File: src/wrv_pkg.sv
package wrv_pkg;

    // One input item.
    typedef struct packed {
        logic [2:0]         operation;
        logic signed [31:0] sample_value;
        logic [31:0]        part_count;
        logic signed [31:0] part_mean;
        logic signed [63:0] part_sq_dev;
    } wrv_in_t;

    // One result item.
    typedef struct packed {
        logic [31:0]        sample_count;
        logic signed [31:0] mean_out;
        logic signed [63:0] variance_out;
        logic [31:0]        std_dev_out;
        logic               error_flag;
    } wrv_out_t;

    // Request to the iterative 64 x 64 multiplier.
    typedef struct packed {
        logic        start;
        logic [63:0] a;
        logic [63:0] b;
    } wrv_mul_req_t;

    typedef struct packed {
        logic         done;
        logic [127:0] prod;
    } wrv_mul_rsp_t;

    // Request to the shared divide and square root unit. The dividend is
    // aligned to the top of the 128-bit word and steps gives the number of result bits.
    typedef struct packed {
        logic         start;
        logic         root_mode;
        logic [127:0] dividend;
        logic [63:0]  divisor;
        logic [7:0]   steps;
    } wrv_div_req_t;

    typedef struct packed {
        logic         done;
        logic [127:0] quot;
        logic [31:0]  root;
    } wrv_div_rsp_t;

endpackage

File: src/wrv_divsqrt.sv
module wrv_divsqrt
    import wrv_pkg::*;
(
    input  logic         clk,
    input  logic         rst_n,
    input  wrv_div_req_t req,
    output wrv_div_rsp_t rsp
);

    logic         busy_reg;
    logic         done_reg;
    logic [7:0]   cnt_reg;
    logic         mode_reg;
    logic [127:0] dq_reg;
    logic [63:0]  r_reg;
    logic [63:0]  d_reg;
    logic [31:0]  root_reg;
    logic [64:0]  lhs;
    logic [64:0]  rhs;
    logic [65:0]  diff;
    logic         ge;

    // One restoring step: a quotient bit, or a root bit from two radicand bits.
    always_comb
    begin
        if (mode_reg)
        begin
            lhs = {r_reg[62:0], dq_reg[127:126]};
            rhs = {31'b0, root_reg, 2'b01};
        end
        else
        begin
            lhs = {r_reg, dq_reg[127]};
            rhs = {1'b0, d_reg};
        end
        diff = {1'b0, lhs} - {1'b0, rhs};
        ge   = ~diff[65];
    end

    // Step counter and completion pulse.
    always_ff @(posedge clk or negedge rst_n)
    begin
        if (!rst_n)
        begin
            busy_reg <= 1'b0;
            done_reg <= 1'b0;
            cnt_reg  <= '0;
        end
        else
        begin
            done_reg <= 1'b0;
            if (req.start)
            begin
                busy_reg <= 1'b1;
                cnt_reg  <= req.steps;
            end
            else if (busy_reg)
            begin
                cnt_reg <= cnt_reg - 8'd1;
                if (cnt_reg == 8'd1)
                begin
                    busy_reg <= 1'b0;
                    done_reg <= 1'b1;
                end
            end
        end
    end

    // Remainder, shifting dividend and partial root.
    always_ff @(posedge clk)
    begin
        if (req.start)
        begin
            dq_reg   <= req.dividend;
            d_reg    <= req.divisor;
            mode_reg <= req.root_mode;
            r_reg    <= '0;
            root_reg <= '0;
        end
        else if (busy_reg)
        begin
            r_reg <= ge ? diff[63:0] : lhs[63:0];
            if (mode_reg)
            begin
                dq_reg   <= {dq_reg[125:0], 2'b00};
                root_reg <= {root_reg[30:0], ge};
            end
            else
            begin
                dq_reg <= {dq_reg[126:0], ge};
            end
        end
    end

    assign rsp.done = done_reg;
    assign rsp.quot = dq_reg;
    assign rsp.root = root_reg;

endmodule

File: config.mk
export PLATFORM = sky130hd
export DESIGN_NAME = wrv_divsqrt
export DESIGN_NICKNAME = d
export VERILOG_FILES = /design/src/wrv_pkg.sv /design/src/wrv_divsqrt.sv
export SDC_FILE = /design/constraint.sdc
export NUM_CORES = 1
export LEC_CHECK = 0
export BUFFER_PORTS_ARGS = -buffer_cell sky130_fd_sc_hd__buf_2
export CAP_MARGIN = 15
export CORE_MARGIN = 2
export CORE_UTILIZATION = 51
export CTS_CLUSTER_DIAMETER = 150
export CTS_CLUSTER_SIZE = 40
export DETAILED_ROUTE_END_ITERATION = 12
export PLACE_DENSITY = 0.85
export SLEW_MARGIN = 20
export SYNTH_ARGS = -nofsm -noshare
export SYNTH_HDL_FRONTEND = slang
export SYNTH_SLANG_ARGS = --single-unit
export TNS_END_PERCENT = 20
File: constraint.sdc
create_clock -name clk -period 4.4 [get_ports clk]
set_input_delay 0.22 -clock clk [delete_from_list [all_inputs] [get_ports clk]]
set_output_delay 0.22 -clock clk [all_outputs]
set_load 0.01 [all_outputs]
Yosys cells after proc, flatten, opt, wreduce, memory -nomap -nowiden
Index checks and enable logic that the tools add are counted.
Word-level totals
  register bits: 299
  output and inout bits: 161
  word-level logic and storage cells: 28
Operators by class
  add/subtract/negate cells: 2
  eq/ne operators: 1
  muxes and demuxes: 14
  bitwise gates (word level): 1
  reduce and logical (&&, ||, !) cells: 2
Operators with widths (number)
  $mux 128: 3
  $mux 64: 2
  $sub 65x65->66: 1
  $mux 65: 1
  $mux 8: 2
  $eq 8x1->1 const B: 1
  $sub 8x1->8 const B: 1
  $mux 1: 6
  $reduce_and 2->1: 1
  $reduce_bool 2->1: 1
  $not 1->1: 1

Logic depth before layout (Yosys ltp)
  depth in word-level cells: 6
  gate-level depth with buffers: 18

Least setup slack after synthesis
OpenSTA, ideal clock, no wires.
  path type: reg2reg
  from: register mode_reg
  to: register r_reg[54]
  arrival: 4.269 ns
  setup slack: 0.027 ns
  stages on the path, launching flop included: 17
  period minus slack after synthesis: 4.373 ns
  path through: edfxtp_1 -> clkbuf_1 -> clkbuf_1 -> clkbuf_1 -> buf_1 -> mux2i_1 -> ha_1 -> clkbuf_1 -> a21o_1 -> a211o_1 -> a311oi_1 -> nor3_1 -> o2111ai_1 -> o21ai_0 -> nand2b_1 -> mux2_2 -> a2111oi_2
Between the ends
  longest elaborated chain between the ends: 3
  elaborated cells between the ends (all ways): 4
  those cells by class: add/sub (1); mux (3)
RTL lines
  from (decl): RTL line wrv_divsqrt.sv:13  | logic mode_reg;
  from (signal assigned): RTL line wrv_divsqrt.sv:76  | mode_reg <= req.root_mode;
  $mux 65 / $mux 64 (equally long branches): RTL line wrv_divsqrt.sv:26  | if (mode_reg)
  $sub 65x65->66: RTL line wrv_divsqrt.sv:36  | diff = {1'b0, lhs} - {1'b0, rhs};
  $mux 64 (*): RTL line wrv_divsqrt.sv:82  | r_reg <= ge ? diff[63:0] : lhs[63:0];
  to (signal assigned): RTL line wrv_divsqrt.sv:82
  to (decl): RTL line wrv_divsqrt.sv:15  | logic [63:0] r_reg;
Every way passes the cells marked *; elsewhere a longest branch is shown, timed or not.
A chain may end at the register's enable or synchronous reset.

Final worst setup path
Ends and elaborated chain as after synthesis.

==> metrics.csv <==
metric;value;unit
firstDrtPassIters;8;
synth_compound_area_frac;0.1728;
worst-endpoint-arrival;4.58;ns
finalCritPeriodShare;0.9427;
synth-xor-area-share;0.02611;
cts_root_buf;clkbuf_16;
rsz0062_at_grt;no;
syn_to_final_growth;25.52;%
synth_simple_gate_area_frac;0.1465;
fp-row-count;69;
crit_path_start_kind;flip-flop;
die_height;192.5;microns
vias;17318;
n_fill_cell;2686;
ir_drop;498.5;uV
synthMuxAreaShare;0.1321;
p_leak;10.03;nW
slew_viol_final;0;
outcome;finished clean;
multi_input_area;9495;sq um
die_w;192.5;microns
final_cells;2879;
post-route-min-period;4.148;ns
port-buffer-count;364;
synth_edf_count;193;
synthArstFlopShare;0.03344;
drtIter0Drc;1518;
cts_max_path_buffers;3;
clock-sinks;299;
setup_tns;0;ns
min_path_cells;3;
synth.distinct_cells;75;
layout-drive-gt1-share;0.2179;
grt_antenna_before_repair;4;
cts-buffers-inserted;11;
cap_violations;0;
netlist_area;18110;sq um
post_cts_resized;0;
start_util;0.5130;
crit_type;flip-flop to flip-flop;
hold_viol;0;
setup_viol;0;
place_area;20550;sq um
wl;58.16;mm
htree_levels;1;
ys_ff_latch;299;
wl_per_cell;20.20;microns
insertion_delay;0.52;ns
fin_nets;2681;
worst_pin_slew;0.9962;ns
drc;0;
gp_congestion;0.9779;
required;4.83;ns
gr-total-overflow;0;
min_path_type;primary input to flip-flop;
largest_reg_flops;128;
synth.avg_cell_area;9.434;sq um
clk_pin_slew;0.15;ns
p_per_area;503.9;nW/um^2
synth_fa_ha_area_frac;0.04669;
via_per_inst;6.015;
final_cell_area;22740;sq um
grt_start_max_net_pins;234;
grt_pass1_wl;88.04;mm
ios;365;
dp_cells;2672;
dieArea;37040;sq um
tritoncts;yes;
max_clock_freq;241.1;MHz
yosys_most_used_dff;edfxtp_1;
max-slew-margin-rel;0.3359;
syn_nets;2191;
ant_nets;0;
ff2ff_path_depth;14;
synth_top_family_by_area;compound AO/OA/AOI/OAI gates;
core;35310;sq um
regArea;7969;sq um
grt_pass1_vias;16720;
synth_warnings;0;
yosysSeqAreaShare;0.4399;
finalClockSkew;0.03840;ns
hpwl;39.13;mm
synthCells;1920;
cp_max_fo;19;
end_kind;flip-flop;
grt_usage;0.2977;
## layout by cell type (no fill, tap or decap), drive strengths merged, types with 10 or more instances in the layout
cell type | Yosys | layout
a21o | 29 | 29
a21oi | 136 | 136
a311oi | 42 | 42
buf | 37 | 425
clkbuf | 97 | 15
dfrtp | 10 | 10
dfxtp | 96 | 96
dlygate4sd3 | 0 | 186
edfxtp | 193 | 193
ha | 66 | 66
inv | 31 | 32
mux2 | 65 | 65
mux2i | 166 | 166
nand2 | 358 | 358
nand2b | 34 | 34
nand3 | 21 | 21
nand4 | 32 | 32
nor2 | 88 | 88
nor3 | 16 | 16
o21ai | 194 | 194
o21bai | 19 | 19
xnor2 | 31 | 31
xor2 | 23 | 23
## cell usage after synthesis, types with 19 or more instances
master	count	area (sq um)
clkbuf_1	97	364.1
a21oi_1	135	675.7
nor2_1	87	326.6
mux2i_1	166	1662
nand4_1	32	200.2
nand3_1	21	105.1
a311oi_1	42	367.9
ha_1	66	825.8
o21ai_0	189	945.9
xor2_1	23	201.4
nand2b_1	34	212.7
edfxtp_1	193	5796
inv_1	31	116.4
nand2_1	357	1340
xnor2_1	31	271.5
mux2_2	65	732.0
a21o_1	29	217.7
o21bai_1	19	142.6
dfxtp_1	96	1922
## path summary, 6_finish.rpt
kind | startpoint | endpoint | slack, ns
worst max-delay path | mode_reg | r_reg[54] | 0.25
worst min-delay path | req[151] | dq_reg[79] | 0.01
min in group asynchronous | rst_n | cnt_reg[5] | 0.10
worst min register to register | root_reg[17] | root_reg[18] | 0.47
max in group asynchronous | rst_n | busy_reg | 4.09
worst max register to register | mode_reg | r_reg[54] | 0.25
## power breakdown
part | switching (W) | leakage [nW] | internal (W)
clock network | 0.000901 | 0.154 | 0.000487
logic | 0.00363 | 6.92 | 0.00263
registers | 0.000351 | 2.95 | 0.00346
total | 0.00488 | 10.0 | 0.00657
## logic make-up (layout without fill, tap and decap cells)
family,after synthesis,count (layout)
and+or+nand+nor,599,599
AOI/OAI and AO/OA,505,505
DFF,299,299
muxes,231,231
buffers and inverters,165,659
adders and majority gates,67,67
xor gates and xnor gates,54,54
other,0,4
## worst max-delay path, stage by stage, from the launching register on
cell and delay (ns):
edfxtp_1 0.40, buf_12 0.18, buf_4 0.21, buf_4 0.16, mux2_2 0.34, ha_1 0.34, or2_2 0.32, a311oi_1 0.45
nor3_1 0.16, o2111ai_1 0.39, buf_4 0.19, o21ai_0 0.13, nand2b_1 0.12, mux2_2 0.34, a2111oi_2 0.33
## layout make-up
type,count,share of cell area
antenna,4,0.0004402
clock buffer,15,0.01277
clock inverter,2,0.001101
inverter,31,0.005228
multi-input combinational,1456,0.4176
sequential,299,0.3505
tap,461,0.02537
timing repair buffer,611,0.1870
## layer usage
metal,vias to the layer above,share of wire,GRT usage
met1,8180,0.40,0.3842
met5,-,0.00062,0
met3,202,0.084,0.05947
li1,7974,-,-
met2,956,0.47,0.4953
met4,6,0.042,0.1089
## per-stage QoR
step	hold WS (ns)	total power, W	util	setup slack (ns)
final	0.01220	0.01146	0.6439	0.2520
after global routing	0.005805	0.01215	0.6437	0.02993
after CTS	0.005245	0.01130	0.6436	0.3000
after detailed placement	0.09304	0.009770	0.5820	0.3669
after global placement	0.08463	0.009623	0.5820	0.4193
after floorplan	-0.07559	0.007970	-	0.02707
## what timing repair did
action,in CTS,in global routing
setup buffers,0,0
hold buffers,186,0
hold endpoints to repair,195,0
Note: power is estimated with default switching activity, not from simulation.
