File: config.mk
export PLATFORM = sky130hd
export DESIGN_NAME = wrv_mul
export DESIGN_NICKNAME = d
export VERILOG_FILES = /design/src/wrv_pkg.sv /design/src/wrv_mul.sv
export SDC_FILE = /design/constraint.sdc
export NUM_CORES = 2
export LEC_CHECK = 0
export BUFFER_PORTS_ARGS = -buffer_cell sky130_fd_sc_hd__buf_2
export CAP_MARGIN = 10
export CORE_MARGIN = 4
export CORE_UTILIZATION = 53
export CTS_CLUSTER_DIAMETER = 80
export CTS_CLUSTER_SIZE = 20
export DETAILED_ROUTE_END_ITERATION = 8
export GPL_TIMING_DRIVEN = 0
export PLACE_DENSITY = 0.73
export SLEW_MARGIN = 15
export SYNTH_ARGS = -nofsm -noshare
export SYNTH_HDL_FRONTEND = slang
export SYNTH_SLANG_ARGS = --single-unit
File: constraint.sdc
create_clock -name clk -period 9.3 [get_ports clk]
set_clock_uncertainty 0.2 [all_clocks]
set_input_delay 1.86 -clock clk [delete_from_list [all_inputs] [get_ports clk]]
set_output_delay 1.86 -clock clk [all_outputs]
set_load 0.02 [all_outputs]
File: src/wrv_pkg.sv
package wrv_pkg;

    // One input item.
    typedef struct packed {
        logic [2:0]         operation;
        logic signed [31:0] sample_value;
        logic [31:0]        part_count;
        logic signed [31:0] part_mean;
        logic signed [63:0] part_sq_dev;
    } wrv_in_t;

    // One result item.
    typedef struct packed {
        logic [31:0]        sample_count;
        logic signed [31:0] mean_out;
        logic signed [63:0] variance_out;
        logic [31:0]        std_dev_out;
        logic               error_flag;
    } wrv_out_t;

    // Request to the iterative 64 x 64 multiplier.
    typedef struct packed {
        logic        start;
        logic [63:0] a;
        logic [63:0] b;
    } wrv_mul_req_t;

    typedef struct packed {
        logic         done;
        logic [127:0] prod;
    } wrv_mul_rsp_t;

    // Request to the shared divide and square root unit. The dividend is
    // aligned to the top of the 128-bit word and steps gives the number of result bits.
    typedef struct packed {
        logic         start;
        logic         root_mode;
        logic [127:0] dividend;
        logic [63:0]  divisor;
        logic [7:0]   steps;
    } wrv_div_req_t;

    typedef struct packed {
        logic         done;
        logic [127:0] quot;
        logic [31:0]  root;
    } wrv_div_rsp_t;

endpackage

File: src/wrv_mul.sv
module wrv_mul
    import wrv_pkg::*;
(
    input  logic         clk,
    input  logic         rst_n,
    input  wrv_mul_req_t req,
    output wrv_mul_rsp_t rsp
);

    localparam logic [2:0] LAST_STEP = 3'd4;

    logic         busy_reg;
    logic         done_reg;
    logic [2:0]   step_reg;
    logic [63:0]  a_reg;
    logic [63:0]  b_reg;
    logic [63:0]  pp_reg;
    logic [1:0]   sh_reg;
    logic [127:0] acc_reg;
    logic [31:0]  a_half;
    logic [31:0]  b_half;
    logic [127:0] pp_shifted;

    // Pick the operand halves for this partial product.
    always_comb
    begin
        a_half = step_reg[0] ? a_reg[63:32] : a_reg[31:0];
        b_half = step_reg[1] ? b_reg[63:32] : b_reg[31:0];
        case (sh_reg)
            2'd0:    pp_shifted = {64'b0, pp_reg};
            2'd1:    pp_shifted = {32'b0, pp_reg, 32'b0};
            2'd2:    pp_shifted = {pp_reg, 64'b0};
            default: pp_shifted = '0;
        endcase
    end

    // Step counter and completion pulse.
    always_ff @(posedge clk or negedge rst_n)
    begin
        if (!rst_n)
        begin
            busy_reg <= 1'b0;
            done_reg <= 1'b0;
            step_reg <= '0;
        end
        else
        begin
            done_reg <= 1'b0;
            if (req.start)
            begin
                busy_reg <= 1'b1;
                step_reg <= '0;
            end
            else if (busy_reg)
            begin
                step_reg <= step_reg + 3'd1;
                if (step_reg == LAST_STEP)
                begin
                    busy_reg <= 1'b0;
                    done_reg <= 1'b1;
                end
            end
        end
    end

    // One 32 x 32 product per cycle, added to the accumulator in the next cycle.
    always_ff @(posedge clk)
    begin
        if (req.start)
        begin
            a_reg   <= req.a;
            b_reg   <= req.b;
            acc_reg <= '0;
        end
        else if (busy_reg)
        begin
            if (step_reg != 3'd0)
            begin
                acc_reg <= acc_reg + pp_shifted;
            end
            pp_reg <= a_half * b_half;
            sh_reg <= {1'b0, step_reg[0]} + {1'b0, step_reg[1]};
        end
    end

    assign rsp.done = done_reg;
    assign rsp.prod = acc_reg;

endmodule

Word-level counts from Yosys, hierarchy flattened:

Index checks and enable logic that the tools add are counted.

* multiply operators: 1
* bitwise operators: 1
* multiplexer cells: 11
* add/sub/neg operators: 3
* reduce and logical (&&, ||, !) cells: 5
* equality and inequality tests: 3

Operators with widths (count)
* $pmux W128 S3: 1
* $add A128 B128 Y128: 1
* $mul A32 B32 Y64: 1
* $mux W32: 2
* $mux W1: 6
* $mux W3: 2
* $reduce_and A2 Y1: 2
* $add A3 B1 Y3 const B: 1
* $eq A3 B3 Y1 const B: 1
* $reduce_bool A3 Y1: 1
* $add A1 B1 Y2: 1
* $eq A2 B1 Y1 const B: 1
* $eq A2 B2 Y1 const B: 1
* $logic_not A2 Y1: 1
* $reduce_bool A2 Y1: 1
* $not A1 Y1: 1

* register bits after elaboration: 327
* output and inout port bits: 129
* logic and storage cells: 32

Longest topological paths before layout:

* word-level depth: 4
* depth in mapped cells: 36
* gate-level depth less buffers: 31

Worst setup path after synthesis:

Ideal clock, no wire load.

* path type: register to register
* start point: register step_reg[0]
* end point: register pp_reg[63], data pin
* path buffers: 5
* setup slack: 0.153 ns
* setup time: 0.260 ns
* data required time: 8.840 ns
* period minus slack after synthesis: 9.147 ns
* arrival: 8.688 ns
* cell stages (with the launch flop): 33
* path through: dfrtp_1 > clkbuf_1 > clkbuf_1 > buf_1 > mux2i_1 > clkbuf_1 > nor2_1 > fa_1 > fa_1 > fa_1 > inv_1 > fa_1 > inv_1 > fa_1 > fa_1 > fa_1 > inv_1 > fa_1 > inv_1 > ha_1 > buf_2 > nand4_1 > or3_1 > nor2_1 > nand4_1 > o32ai_2 > o21ai_2 > nor4_2 > o21ai_1 > o41ai_2 > a31o_1 > a21oi_1 > xnor2_1

* word-level cells in the longest chain between the ends: 2

RTL lines
* start: declaration: line wrv_mul.sv:14 `logic [2:0] step_reg;`
* start signal: assignment: line wrv_mul.sv:56 `step_reg <= step_reg + 3'd1;`
* $mux W32: line wrv_mul.sv:27 `a_half = step_reg[0] ? a_reg[63:32] : a_reg[31:0];`
* $mul A32 B32 Y64: line wrv_mul.sv:81 `pp_reg <= a_half * b_half;`
* end signal: assignment: line wrv_mul.sv:81
* end: declaration: line wrv_mul.sv:17 `logic [63:0] pp_reg;`

No other way between the ends.
A chain may end at the register's enable or synchronous reset.

Worst setup path after layout:

* start point: register step_reg[1]
* end point: register pp_reg[57], data pin

* word-level cells in the longest chain between the ends: 2

RTL lines
* $mux W32: line wrv_mul.sv:28 `b_half = step_reg[1] ? b_reg[63:32] : b_reg[31:0];`
* $mul A32 B32 Y64: line wrv_mul.sv:81

No other way between the ends.

==> results.yml <==
status:
  status: "finished clean"
logic_synthesis:
  netlist_area_sq_um: 53100
  synth.avg_cell_area_sq_um: 8.84
  synth_warnings: 0
  async_flop_share_pct: 1.53
  synth_edf_count: 194
  ys_types: 91
  ys_ff_latch: 327
  synthFlopType: "edfxtp_1"
  syn-num-nets: 7432
  ys_seq_area_share_pct: 16.0
  synth_cells: 6012
detailed_routing:
  wire_per_inst_microns: 27.7
  firstDrtPassIters: 8
  drc: 0
  avgViaCountPerCell: 6.06
  vias: 46800
  drtIter0Drc: 5570
  routed_wl_mm: 215
  ant_nets: 0
global_route:
  grt_pass1_wl_mm: 309
  gr-total-overflow: 0
  grt_max_degree: 71
  grt_use_total_pct: 39.8
  grt_pass1_vias: 47200
  grt_antenna_before_repair: 9
cells_and_area:
  final_common_cell: "inv_1"
  nets: 7844
  multiInputGateArea_sq_um: 40900
  drive_above_1_share_pct: 12.8
  syn2layout_area_growth_pct: 13.5
  fillers: 8472
  final-seq-area_sq_um: 8520
  final_cell_mix: "942 x inv_1, 879 x fa_1, 777 x nor2_1"
  fin_area_sq_um: 60300
  largest_reg_flops: 128
  utilization_pct: 61.0
timing:
  hold_viol_final: 0
  period_minus_slack_ns: 9.23
  max_freq_mhz: 108
  fin_crit_sh_pct: 99.2
  rsz0062_at_grt: "true"
  relSlewSlack_pct: 17.9
  setup_viol: 0
  fin_hold_ws_ns: 0.269
  worst_pin_slew_ns: 1.23
  maxSlewViolCount: 0
clock_network:
  root_buffer: "clkbuf_16"
  clock_path_buffers: 3
  clkSinkCount: 327
  cts_tree: "built"
  numCtsBuffers: 25
  clkLatencyLatePin_ns: 0.66
  clk_pin_slew_ns: 0.08
  cts-htree-levels: 1
floorplan:
  die_area_sq_um: 105000
  io_pins: 260
  rows: 115
  die_h_microns: 325
  core-area_sq_um: 98900
  dieWidth_microns: 325
  initial_utilization_pct: 53.7
worst_setup_path:
  crit_type: "flop to flop"
  cpMaxStageDelayCell: "fa_1"
  end_kind: "flop"
  required_ns: 9.49
  cp_common_cell: "fa_1"
  cp_max_fo: 10
  crit_family: "adder cells"
  cp_data_arrival_time_ns: 9.42
  startpoint_type: "flop"
  path_buf_inv: 12
  critPathMaxStageDelay_ns: 0.62
min_path:
  min_path_type: "flop to flop"
place:
  hpwlAfterDp_mm: 172
  placed_area_sq_um: 56400
  gp_congestion: 1.11
  numPortBuffers: 259
job:
  drv_cap: 0
[routing by layer]
metal / part of all wire (%) / vias up / track usage, % / routed length, microns
met5: 0.021 / - / 0 / 44
met2: 42 / 3247 / 60.2 / 90600
met4: 8.6 / 6 / 24.4 / 18400
li1: - / 20000 / - / -
met1: 36 / 22700 / 49.6 / 77700
met3: 13 / 915 / 13.0 / 27800
[cell type report]
cell class / instances / area share [%]
Antenna cell: 8 / 0.0332
Buffer: 305 / 3.62
Clock buffer: 28 / 1.11
Clock inverter: 13 / 0.270
Inverter: 947 / 5.90
Multi-Input combinational cell: 4422 / 67.8
Sequential cell: 327 / 14.1
Tap cell: 1287 / 2.67
Timing Repair Buffer: 396 / 4.50
[worst register-to-register path, delay by kind of cell, from the launching register on]
family	cells	cell delay [ns]
simple gates	1	0.21
xor+xnor	1	0.15
mux	1	0.22
fa+ha+maj	9	4.45
compound gates	9	1.78
buf+inv	12	1.60
flops	1	0.43
[stage by stage]
stage,std cells,TNS [ns],setup slack [ns]
floorplan,6012,0,0.153
global placement,7558,-97.08,-3.20
detailed placement,7572,-93.84,-3.17
CTS,7686,0,0.000578
global route,7726,-0.374,-0.102
finish,7733,0,0.0738
[cell usage after synthesis, types with 7 or more instances]
cell	number	share of area, %
xnor2_1	103	1.7
nand2_1	754	5.3
clkbuf_1	278	2.0
o31ai_1	12	0.17
a21o_1	151	2.1
a211oi_1	16	0.23
o21a_1	25	0.35
xor2_1	68	1.1
or3_1	11	0.13
dfxtp_1	128	4.8
a22o_1	37	0.61
a31oi_1	15	0.18
a21boi_0	7	0.099
or2_2	13	0.15
mux2i_1	99	1.9
nor2_1	789	5.6
and2_1	67	0.79
a221oi_1	11	0.18
edfxtp_1	194	11
buf_2	18	0.17
o21bai_1	58	0.82
nand3_1	41	0.39
o21ai_0	153	1.4
a21oi_1	331	3.1
o211ai_1	9	0.13
nor3_1	32	0.30
ha_1	392	9.2
inv_1	947	6.7
nor2b_1	14	0.16
nand4_1	88	1.0
mux2_2	55	1.2
o21ai_1	30	0.28
and3_1	10	0.12
buf_1	19	0.13
fa_1	897	34
mux2_1	8	0.17
nand2b_1	19	0.22
[path summary, 6_finish.rpt]
kind / from / to / slack [ns] / depth (start not counted)
worst max-delay path: step_reg[1]$_DFFE_PN0P_ / pp_reg[57]$_DFFE_PP_ / 0.07 / 33
worst min-delay path: acc_reg[113]$_SDFFE_PP0P_ / acc_reg[113]$_SDFFE_PP0P_ / 0.27 / 2
worst max register to register: step_reg[1]$_DFFE_PN0P_ / pp_reg[57]$_DFFE_PP_ / 0.07 / 33
worst min register to register: acc_reg[113]$_SDFFE_PP0P_ / acc_reg[113]$_SDFFE_PP0P_ / 0.27 / 2
max in group asynchronous: rst_n / step_reg[0]$_DFFE_PN0P_ / 7.81 / 1
min in group asynchronous: rst_n / done_reg$_DFF_PN0_ / 0.89 / 1
[logic make-up (layout without fill, tap and decap cells)]
family | Yosys count | count (layout) | synth area share, %
and+or+nand+nor | 1870 | 1870 | 14.7
adders and majority gates | 1289 | 1289 | 43.0
muxes | 162 | 162 | 3.20
buffers and inverters | 1263 | 1689 | 8.97
AOI/OAI and AO/OA | 930 | 930 | 11.3
xor gates and xnor gates | 171 | 171 | 2.82
DFF | 327 | 327 | 16.0
other | 0 | 8 | 0
[repair_timing]
item	4_1_cts	5_1_grt
hold buffers	0	0
buffers inserted	79	41
setup endpoints to repair	51	20
resized for setup	436	170
cloned	3	1
pin swaps	32	49
Power is left out: the tool's default activity adds up to more than one toggle a clock period on the data nets, which glitch-free logic cannot reach.
